### src/beq_pkg.sv
// ----------------------------------------------------------------------------
// beq_pkg: shared types and constants of the block echo with band equalizer
// types for the configuration set, the queued work item and the back-end
// state machine, plus the octave band gain lookup
// ----------------------------------------------------------------------------
`default_nettype none

package beq_pkg;

    // default geometry of the echo ring
    localparam int DEF_BLOCK_LEN   = 256;
    localparam int DEF_RING_BLOCKS = 16;

    // widest position and store address any geometry needs
    localparam int POS_MAX_W  = 8;
    localparam int ADDR_MAX_W = 16;

    // number of codes of the 4-bit delay offset register
    localparam int OFFSET_CODES = 16;

    // queue depths
    localparam int MID_DEPTH = 4;
    localparam int OUT_DEPTH = 4;

    localparam int SAMPLE_W = 24;
    localparam int GAIN_W   = 16;

    localparam logic signed [SAMPLE_W-1:0] S24_MAX = 24'sh7FFFFF;
    localparam logic signed [SAMPLE_W-1:0] S24_MIN = 24'sh800000;

    // Q2.14 scaling shift
    localparam int Q14_SHIFT = 14;

    // reset values
    localparam logic [GAIN_W-1:0] GAIN_UNITY = 16'h4000;
    localparam logic [63:0]       GAINS4_UNITY = 64'h4000_4000_4000_4000;

    // configuration register indexes
    localparam int CFG_ADDR_W = 3;
    localparam logic [CFG_ADDR_W-1:0] REG_ECHO_ENABLE    = 3'd0;
    localparam logic [CFG_ADDR_W-1:0] REG_STORE_MODE     = 3'd1;
    localparam logic [CFG_ADDR_W-1:0] REG_DELAY_OFFSET   = 3'd2;
    localparam logic [CFG_ADDR_W-1:0] REG_ECHO_LEVEL     = 3'd3;
    localparam logic [CFG_ADDR_W-1:0] REG_BAND_GAINS_0_3 = 3'd4;
    localparam logic [CFG_ADDR_W-1:0] REG_BAND_GAINS_4_7 = 3'd5;
    localparam logic [CFG_ADDR_W-1:0] REG_BAND_GAIN_8    = 3'd6;

    // store scaling mode
    localparam logic MODE_LEVEL = 1'b0;
    localparam logic MODE_BANDS = 1'b1;

    typedef enum logic
    {
        KIND_SAMPLE = 1'b0,
        KIND_CLEAR  = 1'b1
    } cmd_kind_t;

    typedef enum logic [1:0]
    {
        BK_RUN   = 2'd0,
        BK_DRAIN = 2'd1,
        BK_CLEAR = 2'd2
    } back_state_t;

    typedef struct packed
    {
        logic        echo_enable;
        logic        store_mode;
        logic [3:0]  delay_offset;
        logic [15:0] echo_level;
        logic [63:0] band_gains_0_3;
        logic [63:0] band_gains_4_7;
        logic [15:0] band_gain_8;
    } cfg_t;

    // one classified item on its way from the front end to the back end
    typedef struct packed
    {
        cmd_kind_t                    kind;
        logic                         en;
        logic                         last;
        logic signed [SAMPLE_W-1:0]   sample;
        logic [GAIN_W-1:0]            gain;
        logic [ADDR_MAX_W-1:0]        rd_addr;
        logic [ADDR_MAX_W-1:0]        wr_addr;
    } item_t;

    // octave band of a position is its bit length; band 8 covers 128..255
    function automatic logic [GAIN_W-1:0] band_gain(
        input logic [POS_MAX_W-1:0] pos,
        input logic [63:0]          g03,
        input logic [63:0]          g47,
        input logic [GAIN_W-1:0]    g8
    );
        logic [3:0]        band;
        logic [GAIN_W-1:0] gain;
        band = '0;
        for (int i = 0; i < POS_MAX_W; i++)
        begin
            if (pos[i])
            begin
                band = 4'(i + 1);
            end
        end
        case (band)
            4'd0:    gain = g03[15:0];
            4'd1:    gain = g03[31:16];
            4'd2:    gain = g03[47:32];
            4'd3:    gain = g03[63:48];
            4'd4:    gain = g47[15:0];
            4'd5:    gain = g47[31:16];
            4'd6:    gain = g47[47:32];
            4'd7:    gain = g47[63:48];
            default: gain = g8;
        endcase
        return gain;
    endfunction

endpackage

`default_nettype wire

### src/beq_front.sv
// ----------------------------------------------------------------------------
// beq_front: input side of the echo unit
// takes input transfers, tracks block position and write slot, works out
// the store addresses and the store gain, and queues the classified item
// ----------------------------------------------------------------------------
`default_nettype none

module beq_front
    import beq_pkg::*;
#(
    parameter int BLOCK_LEN   = DEF_BLOCK_LEN,
    parameter int RING_BLOCKS = DEF_RING_BLOCKS
)
(
    input  logic                clk,
    input  logic                rst_n,
    input  cfg_t                cfg,
    input  logic                clearing,
    input  logic                s_axis_tvalid,
    output logic                s_axis_tready,
    input  logic [23:0]         s_axis_tdata,   // sample_in
    input  logic [0:0]          s_axis_tuser,   // command
    output logic                item_valid,
    input  logic                item_ready,
    output item_t               item
);

    localparam int PW = $clog2(BLOCK_LEN);
    localparam int BW = (RING_BLOCKS > 1) ? $clog2(RING_BLOCKS) : 1;

    logic [PW-1:0] pos_reg, pos_next;
    logic [BW-1:0] wb_reg, wb_next;
    logic [BW-1:0] back_lut [OFFSET_CODES];
    logic [BW-1:0] back;
    logic [BW:0]   rb_wide;
    logic [BW-1:0] rb;
    logic          last;
    logic          accept;
    cmd_kind_t     kind;

    // offset modulo ring size, fixed at elaboration
    for (genvar gi = 0; gi < OFFSET_CODES; gi++)
    begin : g_back
        assign back_lut[gi] = BW'(gi % RING_BLOCKS);
    end

    assign kind          = cmd_kind_t'(s_axis_tuser[0]);
    assign item_valid    = s_axis_tvalid & ~clearing;
    assign s_axis_tready = item_ready & ~clearing;
    assign accept        = s_axis_tvalid & s_axis_tready;

    assign back = back_lut[cfg.delay_offset];
    assign last = (pos_reg == PW'(BLOCK_LEN - 1));

    always_comb
    begin
        if (wb_reg >= back)
        begin
            rb_wide = {1'b0, wb_reg} - {1'b0, back};
        end
        else
        begin
            rb_wide = {1'b0, wb_reg} + (BW + 1)'(RING_BLOCKS) - {1'b0, back};
        end
    end
    assign rb = rb_wide[BW-1:0];

    always_comb
    begin
        item.kind    = kind;
        item.en      = cfg.echo_enable;
        item.last    = last;
        item.sample  = s_axis_tdata;
        item.gain    = (cfg.store_mode == MODE_BANDS)
                     ? band_gain(POS_MAX_W'(pos_reg), cfg.band_gains_0_3,
                                 cfg.band_gains_4_7, cfg.band_gain_8)
                     : cfg.echo_level;
        item.rd_addr = ADDR_MAX_W'({rb, pos_reg});
        item.wr_addr = ADDR_MAX_W'({wb_reg, pos_reg});
    end

    always_comb
    begin
        pos_next = pos_reg;
        wb_next  = wb_reg;
        if (accept)
        begin
            if (kind == KIND_CLEAR)
            begin
                pos_next = '0;
                wb_next  = '0;
            end
            else
            begin
                pos_next = last ? '0 : pos_reg + 1'b1;
                if (cfg.echo_enable && last)
                begin
                    wb_next = (wb_reg == BW'(RING_BLOCKS - 1)) ? '0 : wb_reg + 1'b1;
                end
            end
        end
    end

    always_ff @(posedge clk or negedge rst_n)
    begin
        if (!rst_n)
        begin
            pos_reg <= '0;
            wb_reg  <= '0;
        end
        else
        begin
            pos_reg <= pos_next;
            wb_reg  <= wb_next;
        end
    end

endmodule

`default_nettype wire

### config.mk
export PLATFORM = sky130hd
export DESIGN_NAME = beq_front
export DESIGN_NICKNAME = d
export VERILOG_FILES = /design/src/beq_pkg.sv /design/src/beq_front.sv
export SDC_FILE = /design/constraint.sdc
export NUM_CORES = 1
export LEC_CHECK = 0
export BUFFER_PORTS_ARGS = -buffer_cell sky130_fd_sc_hd__buf_2
export CAP_MARGIN = 10
export CORE_AREA = 2 2 104 106
export DETAILED_ROUTE_END_ITERATION = 8
export DIE_AREA = 0 0 106 108
export HOLD_SLACK_MARGIN = 0.12
export PLACE_DENSITY = 0.68
export SLEW_MARGIN = 20
export SYNTH_ARGS = -nofsm -noshare
export SYNTH_HDL_FRONTEND = slang
export SYNTH_SLANG_ARGS = --single-unit
### constraint.sdc
create_clock -name clk -period 3.63 [get_ports clk]
set_clock_uncertainty 0.2 [all_clocks]
set_input_delay 0.1815 -clock clk [delete_from_list [all_inputs] [get_ports clk]]
set_output_delay 0.1815 -clock clk [all_outputs]
set_load 0.02 [all_outputs]
==> summary.txt <==
first-pass GRT wire length: 17870 µm
dpl hpwl: 9820 µm
Setup TNS Final: 0 ns
#FFs+latches synth: 12
commonest non-fill, non-tap cell in the layout: buf_2
Avg WL per Cell: 18.34 µm
met2 usage: 34.65%
fraction of layout cells with a size suffix above 1: 46.33%
max reg flops: 8
worst rel slew slack: 43.62%
prevailing post-synth register cell: dfrtp_1
R2R Path Start: pos_reg[1]
Slew @ Worst Pin: 0.8401 ns
met1 Usage GRT: 25.15%
via count: 3502
FILL cells: 1107
Post-synth EDFFs: 0
VDD IR max: 0.1164 mV
input/output buffers: 216
vias in the first global route: 3428
Slew Limit Fails: 0
drt total wl: 12250 µm
design area: 3597 µm²
kind of critical path: flip-flop to primary output
largest net degree at the start of global routing: 25
Post-Synthesis Cells: 360
number of max-cap violations: 0
grt met3 use: 3.737%
fin nets: 735
H-tree depth: 1
R2R cell count: 7
dpl cell area: 3530 µm²
period utilization: 89.26%
fmax: 308.6 MHz
Setup Viol. Count Final: 0
hold depth: 2
Final Hold Fails: 0
non-filler cells, final: 668
RSZ-0062 raised after global routing: false
clk buf depth: 2
Worst setup EP type: primary output
pwr/cell area: 229.3 nW/µm²
hold crit path type: primary input to flip-flop
largest cells by area after synthesis: buf_4 13%, dfrtp_1 11%, nand2_1 6.7%
Die H: 108 µm
Final min period: 3.240 ns
RePlAce Congestion: 0.8975
Seq/Total Area, Yosys: 11.36%
area share of the largest cell type after synthesis: 12.78%
Clk Latency, worst-skew pair: 0.24 ns
Avg Cell Area, Syn: 7.344 µm²
worst path arrival time: 2.86 ns
Antenna Nets Post-Route: 0
CTS Root Cell: clkbuf_8
Clk pin slew, worst setup/hold paths: 0.05 ns
Area Overhead vs Synth: 36.06%
die area: 11450 µm²
run status: completed
CTS tree: built
DRT Pass-1 Iters: 5
CP Data Required Time: 3.25 ns
DR vias/cell: 5.243
reg2reg setup slack: 1.30 ns
initial antenna violation count: 1
Core Area: 10230 µm²
Top-Level Pins: 273
crit-path max FO: 14
area leader, netlist: buf_4
Rows: 37
CTS sink count: 12
post-CTS setup buffer count: 0
commonest non-fill, non-tap cells in the layout: 216 x buf_2, 47 x nand2_1, 26 x a21oi_1
Iteration-0 DRC Markers: 408
startpoint types: flip-flop
Core Util, Final: 35.16%
hold_sp: s_axis_tuser
synthesized area: 2644 µm²
Fin Hold WS: 0.1279 ns
Async S/R FF share, synth: 100.0%
leak pwr: 0.001792 µW
Ys Warns: 0
worst reg2reg path endpoint: wb_reg[0]
Cell variety after synth: 59
Die X: 106 µm
CTS Buf Count: 3
Most Crowded Layer GR: met2
GRT Residual Overflow: 0
GRT Total Usage: 19.83%
Hold EP: pos_reg[1]
placed insts: 662
Post-route DRC: 0
Initial Utilization: 25.84%
## layer usage
| layer | wire, µm | up-vias |
|---|---|---|
| li1 | - | 1646 |
| met1 | 4878 | 1583 |
| met2 | 5873 | 242 |
| met3 | 1269 | 31 |
| met4 | 231 | 0 |
| met5 | 0 | - |
## power breakdown
group / leakage (µW) / total, µW / internal [µW] / switching (µW)
clock: 0.0000288 / 147 / 96.0 / 51.4
sequential: 0.000161 / 155 / 141 / 14.4
combinational: 0.00160 / 522 / 220 / 302
total: 0.00179 / 825 / 457 / 368
## per-stage QoR
stage,setup WS (ns),power [µW]
after floorplan,0.6301,514.8
after global placement,0.6523,667.2
after detailed placement,0.6552,675.4
after CTS,0.3808,826.6
after global routing,0.2226,877.1
final,0.3898,824.7
## cells in the mapped netlist (2+ instances only)
library cell	instances
a2111oi_2	2
a211oi_1	6
a21o_1	4
a21oi_1	26
a221o_1	6
a221oi_1	5
a22o_1	4
a22oi_1	5
a311o_1	2
a31oi_1	4
a32o_1	6
a32oi_1	4
buf_1	2
buf_2	4
buf_4	45
buf_6	6
clkbuf_1	11
dfrtp_1	12
ha_1	6
inv_1	9
mux2_1	7
mux2_4	2
mux2i_1	14
nand2_1	47
nand2b_1	2
nand3_1	8
nand3b_1	4
nand4_1	3
nor2_1	19
nor2b_1	6
nor3_1	4
nor3_2	3
nor4_1	2
o21ai_0	17
o21ai_1	6
o22ai_1	18
or4_1	5
xnor2_1	3
## worst max-delay path by stage
stage,start,to,slack (ns),cells past startpoint
floorplan,pos_reg[1],item[34],0.63,9
global placement,pos_reg[3],item[46],0.65,6
detailed placement,pos_reg[3],item[46],0.66,6
CTS,pos_reg[3],item[46],0.38,6
global route,pos_reg[3],item[46],0.22,6
finish,pos_reg[5],item[34],0.39,7
## critical path: stages (launching register included)
cell      delay [ns]
dfrtp_1         0.57
nor4_4          0.66
buf_4           0.33
mux2i_1         0.36
o21ai_0         0.16
a221oi_1        0.26
a21oi_1         0.10
buf_2           0.16
## cell families (layout without fill, tap and decap cells)
kind of cell | after synthesis | in the layout | share of synthesized area (%)
and+or+nand+nor | 113 | 113 | 21.96
xor gates and xnor gates | 3 | 3 | 0.9940
other | 1 | 9 | 0.1418
muxes | 23 | 23 | 9.418
AOI/OAI and AO/OA | 124 | 124 | 33.32
DFF | 12 | 12 | 11.36
buffers and inverters | 77 | 241 | 19.21
adders and majority gates | 7 | 7 | 3.597
## cell type report
type,instances,area [µm²],area share (%)
Multi-Input combinational cell,278,1862,51.76
Timing Repair Buffer,228,1174,32.63
Sequential cell,12,300.3,8.348
Tap cell,136,170.2,4.730
Clock buffer,4,55.05,1.530
Inverter,9,33.78,0.9391
Antenna cell,1,2.502,0.06957
## timing repair
item	4_1_cts	5_1_grt
hold buffers	1	0
endpoints found under the setup margin	0	0
hold endpoints to repair	12	0
resized for setup	0	0
No activity file was read; power rests on OpenSTA's default activity.
