===== config.mk =====
export PLATFORM = sky130hd
export DESIGN_NAME = beq_queue
export DESIGN_NICKNAME = d
export VERILOG_FILES = /design/src/beq_queue.sv
export SDC_FILE = /design/constraint.sdc
export NUM_CORES = 1
export LEC_CHECK = 0
export BUFFER_PORTS_ARGS = -buffer_cell sky130_fd_sc_hd__buf_2
export CORE_MARGIN = 10
export CORE_UTILIZATION = 59
export DETAILED_ROUTE_END_ITERATION = 10
export GPL_TIMING_DRIVEN = 0
export PLACE_DENSITY = 0.91
export REMOVE_ABC_BUFFERS = 1
export SLEW_MARGIN = 10
export SYNTH_ARGS = -nofsm -noshare
export SYNTH_HDL_FRONTEND = slang
export SYNTH_SLANG_ARGS = --single-unit
export TNS_END_PERCENT = 20

===== constraint.sdc =====
create_clock -name clk -period 2.89 [get_ports clk]
set_input_delay 0.289 -clock clk [delete_from_list [all_inputs] [get_ports clk]]
set_output_delay 0.289 -clock clk [all_outputs]
set_load 0.05 [all_outputs]

===== src/beq_queue.sv =====
// ----------------------------------------------------------------------------
// beq_queue: small register fifo
// valid/ready on both sides, power-of-two depth, occupancy count output
// ----------------------------------------------------------------------------
`default_nettype none

module beq_queue
#(
    parameter int WIDTH = 8,
    parameter int DEPTH = 4
)
(
    input  logic                       clk,
    input  logic                       rst_n,
    input  logic                       push_valid,
    output logic                       push_ready,
    input  logic [WIDTH-1:0]           push_data,
    output logic                       pop_valid,
    input  logic                       pop_ready,
    output logic [WIDTH-1:0]           pop_data,
    output logic [$clog2(DEPTH):0]     count
);

    localparam int PTW = $clog2(DEPTH);
    localparam int CW  = PTW + 1;

    logic [WIDTH-1:0] slot_reg [DEPTH];
    logic [PTW-1:0]   wr_ptr_reg, wr_ptr_next;
    logic [PTW-1:0]   rd_ptr_reg, rd_ptr_next;
    logic [CW-1:0]    count_reg, count_next;
    logic             do_push;
    logic             do_pop;

    assign push_ready = (count_reg != CW'(DEPTH));
    assign pop_valid  = (count_reg != '0);
    assign pop_data   = slot_reg[rd_ptr_reg];
    assign count      = count_reg;

    assign do_push = push_valid & push_ready;
    assign do_pop  = pop_valid & pop_ready;

    always_comb
    begin
        wr_ptr_next = do_push ? wr_ptr_reg + 1'b1 : wr_ptr_reg;
        rd_ptr_next = do_pop ? rd_ptr_reg + 1'b1 : rd_ptr_reg;
        count_next  = count_reg;
        if (do_push && !do_pop)
        begin
            count_next = count_reg + 1'b1;
        end
        else if (do_pop && !do_push)
        begin
            count_next = count_reg - 1'b1;
        end
    end

    always_ff @(posedge clk or negedge rst_n)
    begin
        if (!rst_n)
        begin
            wr_ptr_reg <= '0;
            rd_ptr_reg <= '0;
            count_reg  <= '0;
        end
        else
        begin
            wr_ptr_reg <= wr_ptr_next;
            rd_ptr_reg <= rd_ptr_next;
            count_reg  <= count_next;
        end
    end

    always_ff @(posedge clk)
    begin
        if (do_push)
        begin
            slot_reg[wr_ptr_reg] <= push_data;
        end
    end

endmodule

`default_nettype wire


==> results of run 1 <==
## placed cells by master (no fill, tap or decap), drive strengths merged, types with 2 or more instances in the layout
cell type,Yosys,layout
nor2,2,2
xor2,2,2
clkbuf,1,7
inv,3,3
mux2,2,2
dfrtp,7,7
mux4,8,8
xnor2,4,4
edfxtp,32,32
buf,1,24
ha,5,5
nand2,2,2
and2,4,4
## worst max-delay path: stages, from the launching register on
cell and delay, ps:
dfrtp_1 740, mux4_2 590, buf_2 230
## metrics by stage
step	utilization, %	instance area [um2]	hold WS, ps	worst slack [ps]
2_1_floorplan	-	1570	-6.59	570
3_3_place_gp	68.6	1730	129	872
3_5_place_dp	68.6	1730	133	845
4_1_cts	70.9	1790	149	657
5_1_grt	70.9	1790	138	575
6_report	70.9	1790	165	713
## worst paths after layout
kind / startpoint / to / slack (ps) / cells past startpoint
hold reg to reg: count[2]$_DFFE_PN0P_ / count[2]$_DFFE_PN0P_ / 560 / 1
setup / recovery: rd_ptr_reg[0]$_DFFE_PN0P_ / pop_data[1] / 710 / 2
max in group asynchronous: rst_n / rd_ptr_reg[1]$_DFFE_PN0P_ / 2420 / 2
setup reg to reg: count[0]$_DFFE_PN0P_ / count[2]$_DFFE_PN0P_ / 830 / 8
hold / removal: push_data[3] / slot_reg[2][3]$_DFFE_PP_ / 160 / 1
min in group asynchronous: rst_n / count[2]$_DFFE_PN0P_ / 300 / 2
## cell families after synthesis
| group | after synthesis | synth area share (%) |
|---|---|---|
| xor+xnor | 6 | 3.32 |
| buf+inv | 5 | 1.50 |
| flops | 39 | 71.7 |
| mux | 10 | 13.0 |
| simple gates | 10 | 4.50 |
| fa+ha+maj | 6 | 5.21 |
| compound gates | 1 | 0.711 |
## per-layer routing
metal | routed length (um) | up-vias | part of all wire (%)
li1 | - | 354 | -
met1 | 1030 | 368 | 40
met2 | 1320 | 19 | 52
met3 | 149 | 5 | 5.9
met4 | 46 | 0 | 1.8
met5 | 0 | - | 0
## layout make-up
type                       instances  share of cell area (%)
sequential                        39                    63.5
multi-input combinational         33                    23.7
timing repair buffer              25                    7.27
clock buffer                       7                    2.52
tap                               30                    2.10
inverter                           3                   0.629
clock inverter                     1                   0.280
==> results.toml, run 1 <==
[critical_path]
cp.required_ps = 2600
critPathArrivalTime_ps = 1890
crit_type = "flop to output pin"
crit_path_end_kind = "output pin"
start_kind = "flop"
crit_fanout = 10

[floorplan]
initial_core_util_pct = 62.8
fp.dieArea_um2 = 5160
rows = 18
io_pins = 25
core_um2 = 2520
die_w_um = 71.8
chipHeight_um = 71.8

[logic_synthesis]
synth_top_area_share_pct = 60.7
synthesis.area_um2 = 1580
synth_enable_flop_cells = 32
syn_area_per_cell_um2 = 20.6
ys_async_sr_fraction_pct = 17.9
yosysUniqueCellTypes = 20
synthTopCellsByCount = "edfxtp_1, mux4_2, dfrtp_1, ha_1"
synth_flop_cell = "edfxtp_1"
ys_seq_elements = 39
yosysTopAreaCell = "edfxtp_1"
syn_inst = 77
ys_seq_area_share_pct = 71.7
yosys.cell_count.top_type = "edfxtp_1"
yosys-top-cells-area = "edfxtp_1, mux4_2, dfrtp_1"
yosysWarnings = 0

[global_routing]
use_met1_pct = 11.3
grt_pass1_vias = 854
gr-usage-all-layers_pct = 10.7
grtUsageMet2_pct = 17.2
antenna_found_initial = 0
grt_pass1_wl_um = 4090
grt-ovfl-total = 0
grt-busiest-layer = "met2"
use_met3_pct = 5.23
grt_max_degree = 12

[flow_run]
maxCapViolCount = 0

[clock_tree]
h-tree-depth = 2
clock_sinks = 39
insertion_delay_ps = 330
clk_pin_slew_worst_paths_ps = 100
cts_setup_buffers = 0
cts_buffers = 5
ctsHoldBuffers = 1
cts_root_buf = "clkbuf_4"
cts_tree = "done"
cts_resized = 0
clock_path_buffers = 2

[layout]
fill_cells = 166
drive_gt1_share_pct = 41.7
fin_cells = 138
nNetsFinal = 125
multiInputGateArea_um2 = 424
antenna-diode-count = 0
largest_reg_flops = 32
area_growth_pct = 13.0
regArea_um2 = 1140

[detailed_routing]
wl_per_cell_um = 18.4
drt-initial-drc-count = 29
vias_per_cell = 5.41
vias = 746
ant_nets = 0
drc = 0
drtPass1Iterations = 4
wirelength_um = 2540

[sta]
finalClockSkew_ps = 3.85
rsz0062_at_grt = "false"
worst_slew_pin_slew_ps = 600
period_share_pct = 75.3
finalSetupViolations = 0
fmax_mhz = 459
hold_viol = 0
max-slew-margin-rel_pct = 60.0
fin_crit_ps = 2180
fin_setup_tns_ps = 0
drv_slew = 0

[placed_design]
io_buffers = 24
gp_routability_congestion = 0.792
dp.final_hpwl_um = 1820
placed_cells = 129

[outcome]
status = "finished clean"

[min_path]
hold_path_class = "primary input to flop"
Power of run 1 is not shown: default switching activity piles up to over one toggle a cycle in this logic, so the estimate is an artifact.
==> run 2, diff against run 1 <==
--- a/config.mk
+++ b/config.mk
@@ -7,10 +7,10 @@
 export LEC_CHECK = 0
 export BUFFER_PORTS_ARGS = -buffer_cell sky130_fd_sc_hd__buf_2
 export CORE_MARGIN = 10
-export CORE_UTILIZATION = 59
+export CORE_UTILIZATION = 54
 export DETAILED_ROUTE_END_ITERATION = 10
 export GPL_TIMING_DRIVEN = 0
-export PLACE_DENSITY = 0.91
+export PLACE_DENSITY = 0.85
 export REMOVE_ABC_BUFFERS = 1
 export SLEW_MARGIN = 10
 export SYNTH_ARGS = -nofsm -noshare
==> constraint.sdc (replaced) <==
create_clock -name clk -period 2.2 [get_ports clk]
set_input_delay 0.22 -clock clk [delete_from_list [all_inputs] [get_ports clk]]
set_output_delay 0.22 -clock clk [all_outputs]
set_load 0.05 [all_outputs]
==> run 2 against run 1 <==
  * Non-clock buffer count stayed put
  * First-iteration DRC count is 120% higher
  * Critical path depth is 6 higher
  * Sequential cell count stayed put
  * Final cell count is 0.72% higher
  * Setup slack worse by 620 ps
  * Register-to-register slack worse by 740 ps
  * Die area is 6.6% higher
  * Critical endpoint is now count[2]$_DFFE_PN0P_
  * Utilization is 5.3 points lower
  * Critical path type is now flop to flop
  * Via count is 4.4% higher
  * Hold slack worse by 71 ps
  * Clock-buffer cell count is 2 lower
==> results.toml, run 2 (synthesis results as in run 1) <==
[outcome]
status = "finished clean"

[sta]
max-slew-margin-rel_pct = 71.7
fmax_mhz = 474
drv_slew = 0
finalClockSkew_ps = 7.76
hold_viol = 0
finalSetupViolations = 0
period_share_pct = 95.9
fin_crit_ps = 2110
worst_slew_pin_slew_ps = 424

[critical_path]
crit_family = "simple AND/OR/NAND/NOR gates"
crit_path_frequent_cell = "xor2_1"
critPathMaxStageDelay_ps = 470
worst-r2r-cell-count = 8
critPathArrivalTime_ps = 2370
cp-endpoint = "count[2]$_DFFE_PN0P_"
start_kind = "flop"
crit_path_end_kind = "flop"
cp.required_ps = 2460
r2r_start = "count[2]$_DFFE_PN0P_"
cp_num_buf_inv = 1
reg2reg_setup_slack_ps = 90
cp_slowest_cell = "dfrtp_2"
crit_type = "flop to flop"
path_cells = "or3_4 -> nand2_4 -> ha_1 -> inv_1 -> fa_1 -> xor2_1 -> nor2_1 -> xor2_1"
timing.rr.end = "count[2]$_DFFE_PN0P_"
path_depth = 8
worstSetupStartpoint = "count[2]$_DFFE_PN0P_"
crit_fanout = 5

[layout]
largest_reg_flops = 32
final_core_util_pct = 65.7
multiInputGateArea_um2 = 432
final_cell_mix = "edfxtp_1, buf_2, mux4_2"
area_growth_pct = 15.3
regArea_um2 = 1140
antenna-diode-count = 0
drive_gt1_share_pct = 44.4
fill_cells = 206
nNetsFinal = 125
layout_commonest_cell = "edfxtp_1"

[placed_design]
io_buffers = 24
gp_routability_congestion = 0.710
dp.final_hpwl_um = 1890

[floorplan]
initial_core_util_pct = 57.0
rows = 19
io_pins = 25
chipHeight_um = 74.2
fp.dieArea_um2 = 5500
die_w_um = 74.2
core_um2 = 2780

[clock_tree]
clk_pin_slew_worst_paths_ps = 110
cts_tree = "done"
insertion_delay_ps = 340
cts_root_buf = "clkbuf_4"
clock_sinks = 39
clock_path_buffers = 2
cts_buffers = 5
h-tree-depth = 2

[global_routing]
grt_pass1_wl_um = 4230
antenna_found_initial = 0
grt_max_degree = 13
grt_pass1_vias = 861
gr-usage-all-layers_pct = 10.5
grt-ovfl-total = 0

[detailed_routing]
wl_per_cell_um = 18.9
vias = 779
drt-initial-drc-count = 64
vias_per_cell = 5.60
drtPass1Iterations = 3
drc = 0
ant_nets = 0
wirelength_um = 2630

[min_path]
hold_path_class = "primary input to flop"

[flow_run]
maxCapViolCount = 0
[run 2: changes by cell type in the layout (fill, tap and decap cells not counted), sizes merged]
cell    change
clkbuf      -2
clkinv      +1
bufinv      +1
[run 2: routing by layer]
metal  GRT usage, %  vias to the layer above  wire length [um]
li1               -                      353                 -
met2           17.2                       21              1350
met5              0                        -                 0
met3           5.45                        2               203
met4           4.97                        0                26
met1           11.0                      403              1060
[run 2: per-stage QoR]
step	cell area, um2	worst slack [ps]	instances	TNS [ps]	hold slack, ps
floorplan	1570	-120	75	-205	-75.6
detailed placement	1730	148	130	0	59.2
global route	1830	-41.0	139	-41.0	68.9
CTS	1820	37.2	139	0	86.9
finish	1830	89.8	139	0	93.5
global placement	1730	178	130	0	57.6
[run 2: layout make-up]
class                   count  share of cell area [%]
well taps                  31                    2.12
inverters                   3                   0.616
repair buffers             25                    7.12
clock buffers               5                    2.05
multi-input cells          33                    23.6
flip-flops and latches     39                    62.3
clock inverters             3                    2.12
[run 2: worst min-delay path by stage]
| stage | startpoint | end | slack (ps) | depth (start not counted) |
|---|---|---|---|---|
| after floorplan | rst_n | count[0]$_DFFE_PN0P_ | -80 | 0 |
| after global placement | rst_n | rd_ptr_reg[0]$_DFFE_PN0P_ | 60 | 1 |
| after detailed placement | rst_n | rd_ptr_reg[0]$_DFFE_PN0P_ | 60 | 1 |
| after CTS | push_data[3] | slot_reg[1][3]$_DFFE_PP_ | 90 | 1 |
| after global routing | push_data[3] | slot_reg[3][3]$_DFFE_PP_ | 70 | 1 |
| final | push_data[3] | slot_reg[0][3]$_DFFE_PP_ | 90 | 1 |
[run 2: worst reg2reg max path, stage by stage (launching register included)]
cell     delay (ps)
dfrtp_2         470
or3_4           430
nand2_4          90
ha_1            190
inv_1            70
fa_1            370
xor2_1          150
nor2_1          120
xor2_1          160
[run 2: timing repair]
action / in CTS / in global routing
hold buffers: 1 / 0
endpoints found under the setup margin: 0 / 9
setup buffers: 0 / 0
hold endpoints to repair: 7 / 0
resized for setup: 0 / 3
Power of run 2 is left out for the same reason.
